`config.mk`:
```
export PLATFORM = sky130hd
export DESIGN_NAME = json_comment_stripper
export DESIGN_NICKNAME = d
export VERILOG_FILES = /design/src/hdl/jcs_pkg.sv /design/src/hdl/jcs_scanner.sv /design/src/hdl/json_comment_stripper.sv
export VERILOG_INCLUDE_DIRS = /design/src /design/src/hdl
export SDC_FILE = /design/constraint.sdc
export NUM_CORES = 1
export LEC_CHECK = 0
export BUFFER_PORTS_ARGS = -buffer_cell sky130_fd_sc_hd__buf_4
export CAP_MARGIN = 20
export CORE_UTILIZATION = 50
export CTS_BUF_LIST = sky130_fd_sc_hd__clkbuf_2 sky130_fd_sc_hd__clkbuf_4 sky130_fd_sc_hd__clkbuf_8
export CTS_CLUSTER_DIAMETER = 60
export DETAILED_ROUTE_END_ITERATION = 8
export MAX_ROUTING_LAYER = met4
export PLACE_DENSITY = 0.73
export SLEW_MARGIN = 20
export SYNTH_ARGS = -nofsm -noshare
export SYNTH_HDL_FRONTEND = slang
export SYNTH_SLANG_ARGS = --single-unit
```
`constraint.sdc`:
```
create_clock -name clk -period 6.95 [get_ports clk]
set_input_delay 2.085 -clock clk [delete_from_list [all_inputs] [get_ports clk]]
set_output_delay 2.085 -clock clk [all_outputs]
set_load 0.02 [all_outputs]
```
`src/hdl/assert_macros.svh`:
```
`ifndef ASSERT_MACROS_SVH
`define ASSERT_MACROS_SVH

// Clocked assertion, disabled during reset.
`define ASSERT_CLK(label, clk_sig, rst_sig, prop, msg) \
  label: assert property (@(posedge clk_sig) disable iff (rst_sig) prop) else $error(msg);

// Clocked assertion that also holds during reset.
`define ASSERT_ALWAYS(label, clk_sig, prop, msg) \
  label: assert property (@(posedge clk_sig) prop) else $error(msg);

`endif

```
`src/hdl/jcs_pkg.sv`:
```
package jcs_pkg;

  typedef enum logic [2:0] {
    MODE_NORMAL     = 3'd0,
    MODE_STRING     = 3'd1,
    MODE_SLASH      = 3'd2,
    MODE_LINE       = 3'd3,
    MODE_BLOCK      = 3'd4,
    MODE_BLOCK_STAR = 3'd5
  } mode_t;

  localparam logic [7:0] CH_QUOTE = 8'h22;
  localparam logic [7:0] CH_SLASH = 8'h2F;
  localparam logic [7:0] CH_STAR  = 8'h2A;
  localparam logic [7:0] CH_NL    = 8'h0A;

  localparam logic [1:0] KIND_BYTE     = 2'd0;
  localparam logic [1:0] KIND_END_OK   = 2'd1;
  localparam logic [1:0] KIND_END_OPEN = 2'd2;

  localparam int MAX_RESULTS = 3;

  typedef struct packed {
    logic [7:0] out_byte;
    logic [1:0] kind;
    logic       run_last;
  } result_t;

  typedef struct packed {
    mode_t      mode_next;
    logic [1:0] count;
    result_t [MAX_RESULTS-1:0] res;
  } scan_t;

endpackage

```
`src/hdl/jcs_scanner.sv`:
```
module jcs_scanner (
  input  jcs_pkg::mode_t mode,
  input  logic [7:0]     in_byte,
  input  logic           in_last,
  output jcs_pkg::scan_t scan
);

  logic [1:0]     emit;
  logic [7:0]     b0;
  logic [7:0]     b1;
  jcs_pkg::mode_t nxt;
  jcs_pkg::result_t end_item;

  always_comb begin
    emit = 2'd0;
    b0   = in_byte;
    b1   = in_byte;
    nxt  = mode;
    case (mode)
      jcs_pkg::MODE_STRING: begin
        emit = 2'd1;
        nxt  = (in_byte == jcs_pkg::CH_QUOTE) ? jcs_pkg::MODE_NORMAL : jcs_pkg::MODE_STRING;
      end
      jcs_pkg::MODE_SLASH: begin
        if (in_byte == jcs_pkg::CH_SLASH) begin
          nxt = jcs_pkg::MODE_LINE;
        end else if (in_byte == jcs_pkg::CH_STAR) begin
          nxt = jcs_pkg::MODE_BLOCK_STAR;
        end else begin
          emit = 2'd2;
          b0   = jcs_pkg::CH_SLASH;
          nxt  = jcs_pkg::MODE_NORMAL;
        end
      end
      jcs_pkg::MODE_LINE: begin
        if (in_byte == jcs_pkg::CH_NL) begin
          emit = 2'd1;
          nxt  = jcs_pkg::MODE_NORMAL;
        end
      end
      jcs_pkg::MODE_BLOCK: begin
        if (in_byte == jcs_pkg::CH_STAR) nxt = jcs_pkg::MODE_BLOCK_STAR;
      end
      jcs_pkg::MODE_BLOCK_STAR: begin
        if (in_byte == jcs_pkg::CH_SLASH) nxt = jcs_pkg::MODE_NORMAL;
        else if (in_byte != jcs_pkg::CH_STAR) nxt = jcs_pkg::MODE_BLOCK;
      end
      default: begin
        if (in_byte == jcs_pkg::CH_SLASH) begin
          nxt = jcs_pkg::MODE_SLASH;
        end else begin
          emit = 2'd1;
          nxt  = (in_byte == jcs_pkg::CH_QUOTE) ? jcs_pkg::MODE_STRING : jcs_pkg::MODE_NORMAL;
        end
      end
    endcase
  end

  always_comb begin
    scan.mode_next = nxt;
    scan.count     = emit;
    for (int i = 0; i < jcs_pkg::MAX_RESULTS; i++) begin
      scan.res[i] = '{out_byte: 8'd0, kind: jcs_pkg::KIND_BYTE, run_last: 1'b0};
    end
    scan.res[0].out_byte = b0;
    scan.res[1].out_byte = b1;
    end_item = '{out_byte: 8'd0, kind: jcs_pkg::KIND_END_OK, run_last: 1'b0};
    if (nxt == jcs_pkg::MODE_STRING || nxt == jcs_pkg::MODE_LINE ||
        nxt == jcs_pkg::MODE_BLOCK || nxt == jcs_pkg::MODE_BLOCK_STAR) begin
      end_item.kind = jcs_pkg::KIND_END_OPEN;
    end
    if (in_last) begin
      scan.mode_next = jcs_pkg::MODE_NORMAL;
      if (nxt == jcs_pkg::MODE_SLASH) begin
        // held slash is released ahead of the end beat
        scan.res[0].out_byte = jcs_pkg::CH_SLASH;
        scan.res[1]          = end_item;
        scan.count           = 2'd2;
      end else begin
        case (emit)
          2'd0:    scan.res[0] = end_item;
          2'd1:    scan.res[1] = end_item;
          default: scan.res[2] = end_item;
        endcase
        scan.count = emit + 2'd1;
      end
    end
    for (int i = 0; i < jcs_pkg::MAX_RESULTS; i++) begin
      scan.res[i].run_last = (2'(i + 1) == scan.count);
    end
  end

endmodule

```
`src/hdl/json_comment_stripper.sv`:
```
// JSON comment stripper.
// Input channel (in_valid/in_ready): one text byte per beat in in_byte, in_last
// marks the final byte of a text. Output channel (out_valid/out_ready): one
// result per beat; kind 0 carries a kept byte in out_byte, kind 1 ends a text
// cleanly, kind 2 ends a text with a string or comment still open. run_last
// flags the last result caused by an input byte; a byte may cause 0 to 3.
// Latency: with the queue empty, the first result of a byte is offered on the
// cycle after its beat; otherwise it waits behind the queued results.
// Throughput: one byte per cycle while each byte yields at most one result and the receiver takes every result.
// Results go through a QDEPTH-entry result queue; in_ready is high while at
// least three entries are free, so a lone slash releasing two bytes, or an
// end beat, may drop in_ready while the queue drains.
// A stalled receiver backs up the queue until in_ready drops; nothing is lost.
// Reset (rst, synchronous): scan mode returns to normal text, queue empties.
`include "assert_macros.svh"

module json_comment_stripper #(
  parameter int QDEPTH = 4
) (
  input  logic       clk,
  input  logic       rst,
  input  logic       in_valid,
  output logic       in_ready,
  input  logic [7:0] in_byte,
  input  logic       in_last,
  output logic       out_valid,
  input  logic       out_ready,
  output logic [7:0] out_byte,
  output logic [1:0] kind,
  output logic       run_last
);

  localparam int PW = (QDEPTH > 1) ? $clog2(QDEPTH) : 1;
  localparam int CW = $clog2(QDEPTH + 1);

  jcs_pkg::mode_t   mode;
  jcs_pkg::scan_t   scan;
  jcs_pkg::result_t queue [QDEPTH];
  jcs_pkg::result_t head;

  logic [PW-1:0] wr_ptr;
  logic [PW-1:0] wr_ptr_next;
  logic [PW-1:0] rd_ptr;
  logic [PW-1:0] rd_ptr_next;
  logic [CW-1:0] count;
  logic [CW-1:0] count_next;
  logic [1:0]    push_n;
  logic          in_fire;
  logic          pop;
  logic [PW-1:0] slot [jcs_pkg::MAX_RESULTS];

  jcs_scanner u_scanner (
    .mode    (mode),
    .in_byte (in_byte),
    .in_last (in_last),
    .scan    (scan)
  );

  assign in_ready = (count <= CW'(QDEPTH - jcs_pkg::MAX_RESULTS));
  assign in_fire  = in_valid && in_ready;
  assign out_valid = (count != '0);
  assign pop      = out_valid && out_ready;
  assign push_n   = in_fire ? scan.count : 2'd0;

  always_comb begin
    for (int i = 0; i < jcs_pkg::MAX_RESULTS; i++) begin
      if ((PW + 1)'(wr_ptr) + (PW + 1)'(i) >= (PW + 1)'(QDEPTH)) begin
        slot[i] = PW'((PW + 1)'(wr_ptr) + (PW + 1)'(i) - (PW + 1)'(QDEPTH));
      end else begin
        slot[i] = PW'((PW + 1)'(wr_ptr) + (PW + 1)'(i));
      end
    end
    if ((PW + 1)'(wr_ptr) + (PW + 1)'(push_n) >= (PW + 1)'(QDEPTH)) begin
      wr_ptr_next = PW'((PW + 1)'(wr_ptr) + (PW + 1)'(push_n) - (PW + 1)'(QDEPTH));
    end else begin
      wr_ptr_next = PW'((PW + 1)'(wr_ptr) + (PW + 1)'(push_n));
    end
    if (!pop) begin
      rd_ptr_next = rd_ptr;
    end else if (rd_ptr == PW'(QDEPTH - 1)) begin
      rd_ptr_next = '0;
    end else begin
      rd_ptr_next = rd_ptr + PW'(1);
    end
    count_next = count + CW'(push_n) - CW'(pop);
  end

  always_ff @(posedge clk) begin
    if (rst) begin
      mode   <= jcs_pkg::MODE_NORMAL;
      wr_ptr <= '0;
      rd_ptr <= '0;
      count  <= '0;
    end else begin
      if (in_fire) mode <= scan.mode_next;
      wr_ptr <= wr_ptr_next;
      rd_ptr <= rd_ptr_next;
      count  <= count_next;
    end
  end

  always_ff @(posedge clk) begin
    for (int i = 0; i < jcs_pkg::MAX_RESULTS; i++) begin
      if (in_fire && (2'(i) < scan.count)) queue[slot[i]] <= scan.res[i];
    end
  end

  assign head     = queue[rd_ptr];
  assign out_byte = head.out_byte;
  assign kind     = head.kind;
  assign run_last = head.run_last;

  `ASSERT_CLK(a_count_bound, clk, rst, count <= CW'(QDEPTH), "result queue overflow")
  `ASSERT_ALWAYS(a_reset_empty, clk, rst |=> !out_valid, "queue not empty after reset")
  `ASSERT_CLK(a_room_on_accept, clk, rst,
      in_fire |-> (count <= CW'(QDEPTH - jcs_pkg::MAX_RESULTS)), "accept without room")
  `ASSERT_CLK(a_count_track, clk, rst,
      1'b1 |=> (count == $past(count) + CW'($past(push_n)) - CW'($past(pop))),
      "queue count mismatch")
  `ASSERT_CLK(a_last_resets_mode, clk, rst,
      (in_fire && in_last) |=> (mode == jcs_pkg::MODE_NORMAL), "mode not reset after end")

endmodule

```
==> reports/qor.yml, run 1 <==
finish:
  multiInputGateArea_um2: 2170
  n_antenna_cell: 0
  fin_nets: 442
  layout.cells.most_common: "nor2_1"
  layout_common_cells: "nor2_1, dfxtp_1, nand2_1, buf_4, a21oi_1"
  fillers: 645
  seq_area_um2: 1240
  drive_gt1_share_pct: 14.5
  area_growth_pct: 9.30
timing:
  hold_viol: 0
  slew_headroom_pct: 29.9
  fin_crit_ns: 5.22
  period_share_pct: 75.1
  setup_slack_ns: 1.73
  tightest_slew_ns: 1.05
  finalClockSkew_ns: 0.0131
  rsz0062_at_grt: "false"
  fmax_ghz: 0.192
  final_max_slew_viol_count: 0
  setup_tns_ns: 0
  setup_viol: 0
yosys:
  synth_edf_count: 12
  yosys.area_share.adder_pct: 3.04
  netlist_instances: 409
  ys_types: 67
  ys_async_sr_fraction_pct: 0
  synth-xor-area-share_pct: 1.24
  synth_top_family_by_area: "simple AND/OR/NAND/NOR gates"
  synth_compound_area_share_pct: 21.3
  synth.mux.area_fraction_pct: 12.1
  yosysTopAreaCell: "dfxtp_1"
  ys_seq_area_share_pct: 35.1
  synth_area_per_cell_um2: 8.65
  ys_ff_latch: 56
  yosys_warnings: 0
  synthesis.area_um2: 3540
  synthSimpleGateAreaFrac_pct: 23.5
  synthesis.nets: 430
  yosys.area.top_type_share_pct: 24.9
  ys.flop_type: "dfxtp_1"
  synthTopCellsByArea: "dfxtp_1, edfxtp_1, mux4_2"
critical_path:
  critPathRequiredTime_ns: 7.16
  crit_path_start_kind: "input port"
  crit_fanout: 8
  crit_arrival_ns: 5.43
  slowest_delay_ns: 0.56
  critPathSlowestCell: "or4b_4"
  crit_type: "in2reg"
  end_kind: "flop"
  r2r_cells: 13
  worstPathCellList: "buf_4, or4b_4, o31ai_4, nand3_2, ha_1, nand2_1, a21oi_1, nor2_1, nand2_1, ha_1, fa_1, xnor2_1, xnor2_1, nor2_1"
routing:
  drc: 0
  ant_nets: 0
  vias: 3230
  drt-initial-drc-count: 375
  viasPerCell: 6.24
  dr.pass1.iters: 6
  totalWireLength_um: 9710
  wl_per_cell_um: 18.7
clock_tree:
  numCtsBuffers: 5
  ctsHoldBuffers: 0
  cts_tree: "done"
  worst_skew_pair.late_latency_ns: 0.32
  clockBufferDepth: 2
  ctsResizeCount: 0
  cts.sinks: 56
  h-tree-depth: 2
  cts-root-buf: "clkbuf_8"
  clkTransAtPathRegs_ns: 0.10
  post_cts_buffers: 0
placement:
  dp_slack_ns: 1.44
  portBuffers: 25
  place_congestion: 0.930
  dp_hpwl_um: 7190
global_route:
  overflow: 0
  grtUsageTotal_pct: 29.0
  grt_first_pass_wirelength_um: 16000
  first_global_vias: 3064
  grt_max_degree: 18
  antenna_found_initial: 0
die:
  start_util_pct: 51.8
  die_h_um: 86.1
  row_count: 30
  fp.dieW_um: 86.1
  coreArea_um2: 6830
  die_area_um2: 7410
  ios: 26
pwr:
  power.total_mw: 1.22
  peakVddDrop_uv: 172
  p_leak_nw: 1.52
  power_density_nw_per_um2: 315
flow_run:
  drv_cap: 0
worst_hold_path:
  holdPathStages: 2
  hold_path_class: "reg2reg"
outcome:
  status: "completed"
-- synthesized netlist by cell type (5+ instances only) --
cell / instances
a211o_1: 5
o21ai_1: 14
a211oi_1: 10
edfxtp_1: 12
mux4_2: 11
nand4_1: 6
ha_1: 7
dfxtp_1: 44
xnor2_1: 5
mux2i_1: 18
buf_2: 6
nor2_1: 65
a21oi_1: 23
nand3_1: 17
nor2b_1: 5
clkbuf_1: 13
a31oi_1: 9
nand2_1: 41
o32ai_1: 5
inv_1: 7
o21ai_0: 9
-- final cells by class --
| class | count | share of cell area, % |
|---|---|---|
| clock buffer | 6 | 1.97 |
| clock inverter | 2 | 0.388 |
| inverter | 8 | 0.777 |
| multi-input combinational | 321 | 56.0 |
| sequential | 56 | 32.1 |
| tap | 96 | 3.11 |
| timing repair buffer | 29 | 5.63 |
-- report_power, final --
group	switching, mW	internal [mW]
logic	0.263	0.245
clock network	0.112	0.0763
registers	0.0744	0.449
-- flip-flops by register name (all words and copies together), names as in the netlist, named ones only --
signal,count
queue,44
count,3
mode,3
rd_ptr,2
wr_ptr,2
-- logic make-up after synthesis --
logic type,count (synthesis)
buffers and inverters,32
adders and majority gates,8
AOI/OAI and AO/OA,108
and+or+nand+nor,171
xor gates and xnor gates,5
DFF,56
muxes,29
-- routing by layer --
layer | share of wire, % | wire length (µm) | vias to the layer above | GRT usage [%]
met1 | 45 | 4340 | 1533 | 38.1
li1 | - | - | 1541 | -
met3 | 5.5 | 530 | 28 | 3.66
met2 | 47 | 4530 | 128 | 45.7
met4 | 3.2 | 311 | 0 | 10.8
met5 | 0 | 0 | - | -
-- per-stage QoR --
stage | cell area (µm²) | utilization, % | hold slack (ns) | instances
after floorplan | 3540 | - | 0.429 | 409
after global placement | 3770 | 55.3 | 0.440 | 510
after detailed placement | 3770 | 55.3 | 0.446 | 510
after CTS | 3870 | 56.6 | 0.460 | 518
after global routing | 3870 | 56.6 | 0.484 | 518
final | 3870 | 56.6 | 0.459 | 518
-- critical path: cells and delay by family --
| kind | cells | cell delay (ns) |
|---|---|---|
| AO/OA/AOI/OAI | 2 | 0.41 |
| XOR/XNOR | 2 | 0.31 |
| adder cells (fa/ha/maj) | 3 | 1.08 |
| buffers and inverters | 1 | 0.14 |
| AND/OR/NAND/NOR | 6 | 1.39 |
-- worst paths after layout --
path	from	endpoint	slack [ns]
worst max-delay path	in_byte[4]	count[2]$_SDFF_PP0_	1.73
worst min-delay path	queue[0][3]$_SDFFE_PP0P_	queue[0][3]$_SDFFE_PP0P_	0.46
worst max register to register	mode[1]$_SDFFE_PP0P_	count[2]$_SDFF_PP0_	3.31
worst min register to register	queue[0][3]$_SDFFE_PP0P_	queue[0][3]$_SDFFE_PP0P_	0.46
Note: power is estimated with default switching activity, not from simulation.
==> inputs of run 2 (changes only) <==
PLACE_DENSITY = 0.76   (was 0.73)
clock period = 4.7 ns   (was 6.95 ns; I/O delays follow)
==> reports/qor.yml, run 2 (synthesized netlist as in run 1, its figures left out) <==
pwr:
  power.share.clock_pct: 15.0
  power.total_mw: 1.83
  power_density_nw_per_um2: 462
  p_leak_nw: 1.58
  switching_share_pct: 37.4
  p_seq_share_pct: 42.7
  power_switching_mw: 0.686
  peakVddDrop_uv: 316
  p_comb_share_pct: 42.3
  p_int_mw: 1.15
critical_path:
  crit_path_start_kind: "input port"
  crit_type: "in2reg"
  crit_arrival_ns: 4.49
  critPathRequiredTime_ns: 4.92
  end_kind: "flop"
  crit_fanout: 8
  crit_buf_inv: 1
  worstPathCellList: "buf_4, or4b_4, o31ai_4, nand3_2, ha_1, nand2_1, a21oi_1, nor2_1, nand2_1, ha_1, fa_1, xnor2_1, xnor2_1, nor2_1"
  crit_family: "simple AND/OR/NAND/NOR gates"
  slowest_delay_ns: 0.56
  critPathSlowestCell: "or4b_4"
global_route:
  antenna_found_initial: 0
  grt_first_pass_wirelength_um: 15800
  grtUsageTotal_pct: 28.6
  overflow: 0
  grt_max_degree: 19
  first_global_vias: 3015
timing:
  setup_viol: 0
  finalClockSkew_ns: 0.00847
  slew_headroom_pct: 48.0
  rsz0062_at_grt: "false"
  final_max_slew_viol_count: 0
  setup_tns_ns: 0
  period_share_pct: 91.0
  fmax_ghz: 0.234
  tightest_slew_ns: 0.779
  hold_viol: 0
  fin_crit_ns: 4.28
finish:
  layout_common_cells: "nor2_1, dfxtp_1, buf_4, nand2_1, a21oi_1"
  largest_reg_flops: 44
  n_antenna_cell: 0
  area_growth_pct: 12.2
  drive_gt1_share_pct: 17.2
  fillers: 643
  fin_nets: 456
  post-route-util_pct: 58.1
  layout.cells.most_common: "nor2_1"
die:
  die_area_um2: 7410
  coreArea_um2: 6830
  start_util_pct: 51.8
  row_count: 30
  die_h_um: 86.1
  ios: 26
  fp.dieW_um: 86.1
clock_tree:
  cts_tree: "done"
  ctsHoldBuffers: 0
  cts-root-buf: "clkbuf_8"
  clockBufferDepth: 2
  numCtsBuffers: 5
  h-tree-depth: 2
  worst_skew_pair.late_latency_ns: 0.32
  ctsResizeCount: 0
  cts.sinks: 56
  post_cts_buffers: 0
  clkTransAtPathRegs_ns: 0.10
routing:
  drt-initial-drc-count: 354
  drc: 0
  dr.pass1.iters: 6
  vias: 3324
  viasPerCell: 6.25
  ant_nets: 0
  totalWireLength_um: 9870
  wl_per_cell_um: 18.5
worst_hold_path:
  hold_path_class: "reg2reg"
placement:
  dp_hpwl_um: 7410
  portBuffers: 25
  place_congestion: 0.975
flow_run:
  drv_cap: 0
outcome:
  status: "completed"
run 2: worst paths after layout:
check	from	to	slack (ns)	cells past startpoint
worst max-delay path	in_byte[4]	count[2]$_SDFF_PP0_	0.42	14
worst min-delay path	queue[0][5]$_SDFFE_PP0P_	queue[0][5]$_SDFFE_PP0P_	0.46	2
worst max register to register	mode[1]$_SDFFE_PP0P_	count[2]$_SDFF_PP0_	1.25	13
worst min register to register	queue[0][5]$_SDFFE_PP0P_	queue[0][5]$_SDFFE_PP0P_	0.46	2
run 2: routing by layer:
metal / global-route usage [%] / vias to the layer above / share of wire, %
li1: - / 1580 / -
met2: 45.2 / 161 / 48
met4: 12.4 / 0 / 3.5
met5: - / - / 0
met1: 36.4 / 1557 / 42
met3: 4.33 / 26 / 6.6
run 2: power groups by stage:
stage                     Combinational, mW  Sequential (mW)  Clock, mW
after CTS                             0.775            0.782      0.282
final                                 0.775            0.783      0.276
after global placement                0.750            0.777          0
after global routing                  0.846            0.803      0.299
after floorplan                       0.575            0.730          0
after detailed placement              0.769            0.791          0
run 2: worst min-delay path: stages (launching register included):
cell     delay (ns)
dfxtp_1        0.32
nand2_1        0.05
a21oi_1        0.05
run 2: cell type report:
| cell class | count | area [µm²] | share of cell area (%) |
|---|---|---|---|
| Sequential cell | 56 | 1240 | 31.3 |
| Inverter | 8 | 30.0 | 0.756 |
| Multi-Input combinational cell | 321 | 2170 | 54.6 |
| Timing Repair Buffer | 43 | 323 | 8.13 |
| Tap cell | 96 | 120 | 3.03 |
| Clock buffer | 5 | 68.8 | 1.73 |
| Clock inverter | 3 | 21.3 | 0.536 |
run 2: through the flow:
stage / instance area (µm²) / hold WS, ns / setup WS, ns / std cells
5_1_grt: 3970 / 0.479 / 0.244 / 532
4_1_cts: 3970 / 0.459 / 0.424 / 532
2_1_floorplan: 3540 / 0.429 / 0.234 / 409
6_report: 3970 / 0.458 / 0.423 / 532
3_3_place_gp: 3880 / 0.439 / 0.191 / 524
3_5_place_dp: 3880 / 0.444 / 0.0938 / 524
==> inputs of run 3 (changes only) <==
GPL_TIMING_DRIVEN = 0   (was default)
PLACE_DENSITY = default   (was 0.76)
PLACE_DENSITY_LB_ADDON = 0.08   (was default)
==> reports/qor.yml, run 3 (synthesized netlist as in run 1, its figures left out) <==
outcome:
  status: "completed"
clock_tree:
  cts_tree: "done"
  h-tree-depth: 2
  cts.sinks: 56
  worst_skew_pair.late_latency_ns: 0.33
  post_cts_buffers: 0
  clkTransAtPathRegs_ns: 0.12
  clockBufferDepth: 2
  numCtsBuffers: 5
  cts-root-buf: "clkbuf_8"
timing:
  rsz0062_at_grt: "false"
  period_share_pct: 96.3
  fmax_ghz: 0.221
  slew_headroom_pct: 43.2
  fin_crit_ns: 4.53
  setup_viol: 0
  tightest_slew_ns: 0.852
  hold_viol: 0
  setup_slack_ns: 0.175
  finalClockSkew_ns: 0.0154
  final_max_slew_viol_count: 0
placement:
  dp_hpwl_um: 7330
  dp_slack_ns: -0.395
  place_congestion: 0.928
  portBuffers: 21
  dpl.cell_count: 526
  placed_area_um2: 3810
finish:
  fin_cells: 534
  largest_reg_flops: 44
  area_growth_pct: 11.1
  post-route-util_pct: 57.5
  drive_gt1_share_pct: 14.4
  final_area_um2: 3930
  n_antenna_cell: 0
  fillers: 658
  fin_nets: 458
  layout.cells.most_common: "nor2_1"
  layout_common_cells: "nor2_1, dfxtp_1, nand2_1, a21oi_1, buf_4"
global_route:
  grtUsageMet2_pct: 44.6
  grtUsageTotal_pct: 29.5
  grt_max_degree: 20
  busiest_layer: "met2"
  grt_first_pass_wirelength_um: 16200
  grt_use_met3_pct: 5.20
  overflow: 0
  use_met1_pct: 38.9
  first_global_vias: 3138
  antenna_found_initial: 0
pwr:
  power.total_mw: 1.83
  peakVddDrop_uv: 273
  p_leak_nw: 1.54
  power_density_nw_per_um2: 465
die:
  start_util_pct: 51.8
  row_count: 30
  die_h_um: 86.1
  coreArea_um2: 6830
  die_area_um2: 7410
  fp.dieW_um: 86.1
  ios: 26
routing:
  wl_per_cell_um: 18.8
  drt-initial-drc-count: 422
  viasPerCell: 6.26
  drc: 0
  vias: 3343
  totalWireLength_um: 10100
  ant_nets: 0
  dr.pass1.iters: 5
critical_path:
  crit_type: "in2reg"
  end_kind: "flop"
  rrSetupSlack_ns: 0.94
  crit_fanout: 8
  critPathRequiredTime_ns: 4.90
  crit_path_start_kind: "input port"
  crit_arrival_ns: 4.73
worst_hold_path:
  hold_path_class: "reg2reg"
flow_run:
  drv_cap: 0
[run 3: cell types whose count changed in the layout (fill, tap and decap cells not counted), sizes merged]
cell and delta:
clkbuf +13, buf -11
[run 3: layer usage]
metal	vias to the layer above	part of all wire [%]
met4	0	3.4
li1	1587	-
met1	1582	44
met2	148	45
met3	26	7.3
met5	-	0
[run 3: area by class of cell]
type	count	area (µm²)	share of cell area, %
buffer	24	110	2.80
clock inverter	3	27.5	0.700
tap	96	120	3.06
inverter	8	30.0	0.764
multi-input combinational	321	2180	55.3
sequential	56	1240	31.6
clock buffer	5	68.8	1.75
timing repair buffer	21	158	4.01
[run 3: final timing paths]
| kind | to | depth (start not counted) | startpoint |
|---|---|---|---|
| min reg2reg | queue[0][5]$_SDFFE_PP0P_ | 2 | queue[0][5]$_SDFFE_PP0P_ |
| max | count[2]$_SDFF_PP0_ | 14 | in_byte[4] |
| max reg2reg | count[2]$_SDFF_PP0_ | 14 | mode[1]$_SDFFE_PP0P_ |
| min | queue[0][5]$_SDFFE_PP0P_ | 2 | queue[0][5]$_SDFFE_PP0P_ |
[run 3: power by group]
part,leakage [nW],internal (mW),total (mW),switching (mW)
registers,0.482,0.664,0.749,0.0856
clock network,0.0463,0.110,0.292,0.181
logic,1.01,0.371,0.788,0.418
total,1.54,1.14,1.83,0.685
[run 3: per-stage QoR]
stage	TNS [ns]	hold slack, ns
final	0	0.459
after global routing	0	0.474
after CTS	0	0.462
after detailed placement	-0.970	0.445
after global placement	-0.756	0.439
after floorplan	0	0.429
[run 3: repair_timing]
action,4_1_cts,5_1_grt
hold buffers,0,0
gates resized for setup,1,7
endpoints found under the setup margin,1,2
endpoints found under the hold margin,0,0
[run 3: critical path: stages]
cell     delay, ns
buf_4         0.16
or4b_4        0.58
o31ai_4       0.26
nand3_2       0.17
ha_1          0.32
nand2_1       0.22
a21oi_1       0.14
nor2_2        0.21
nand2_1       0.13
ha_1          0.33
fa_1          0.43
xnor2_1       0.17
xnor2_1       0.14
nor2_1        0.05
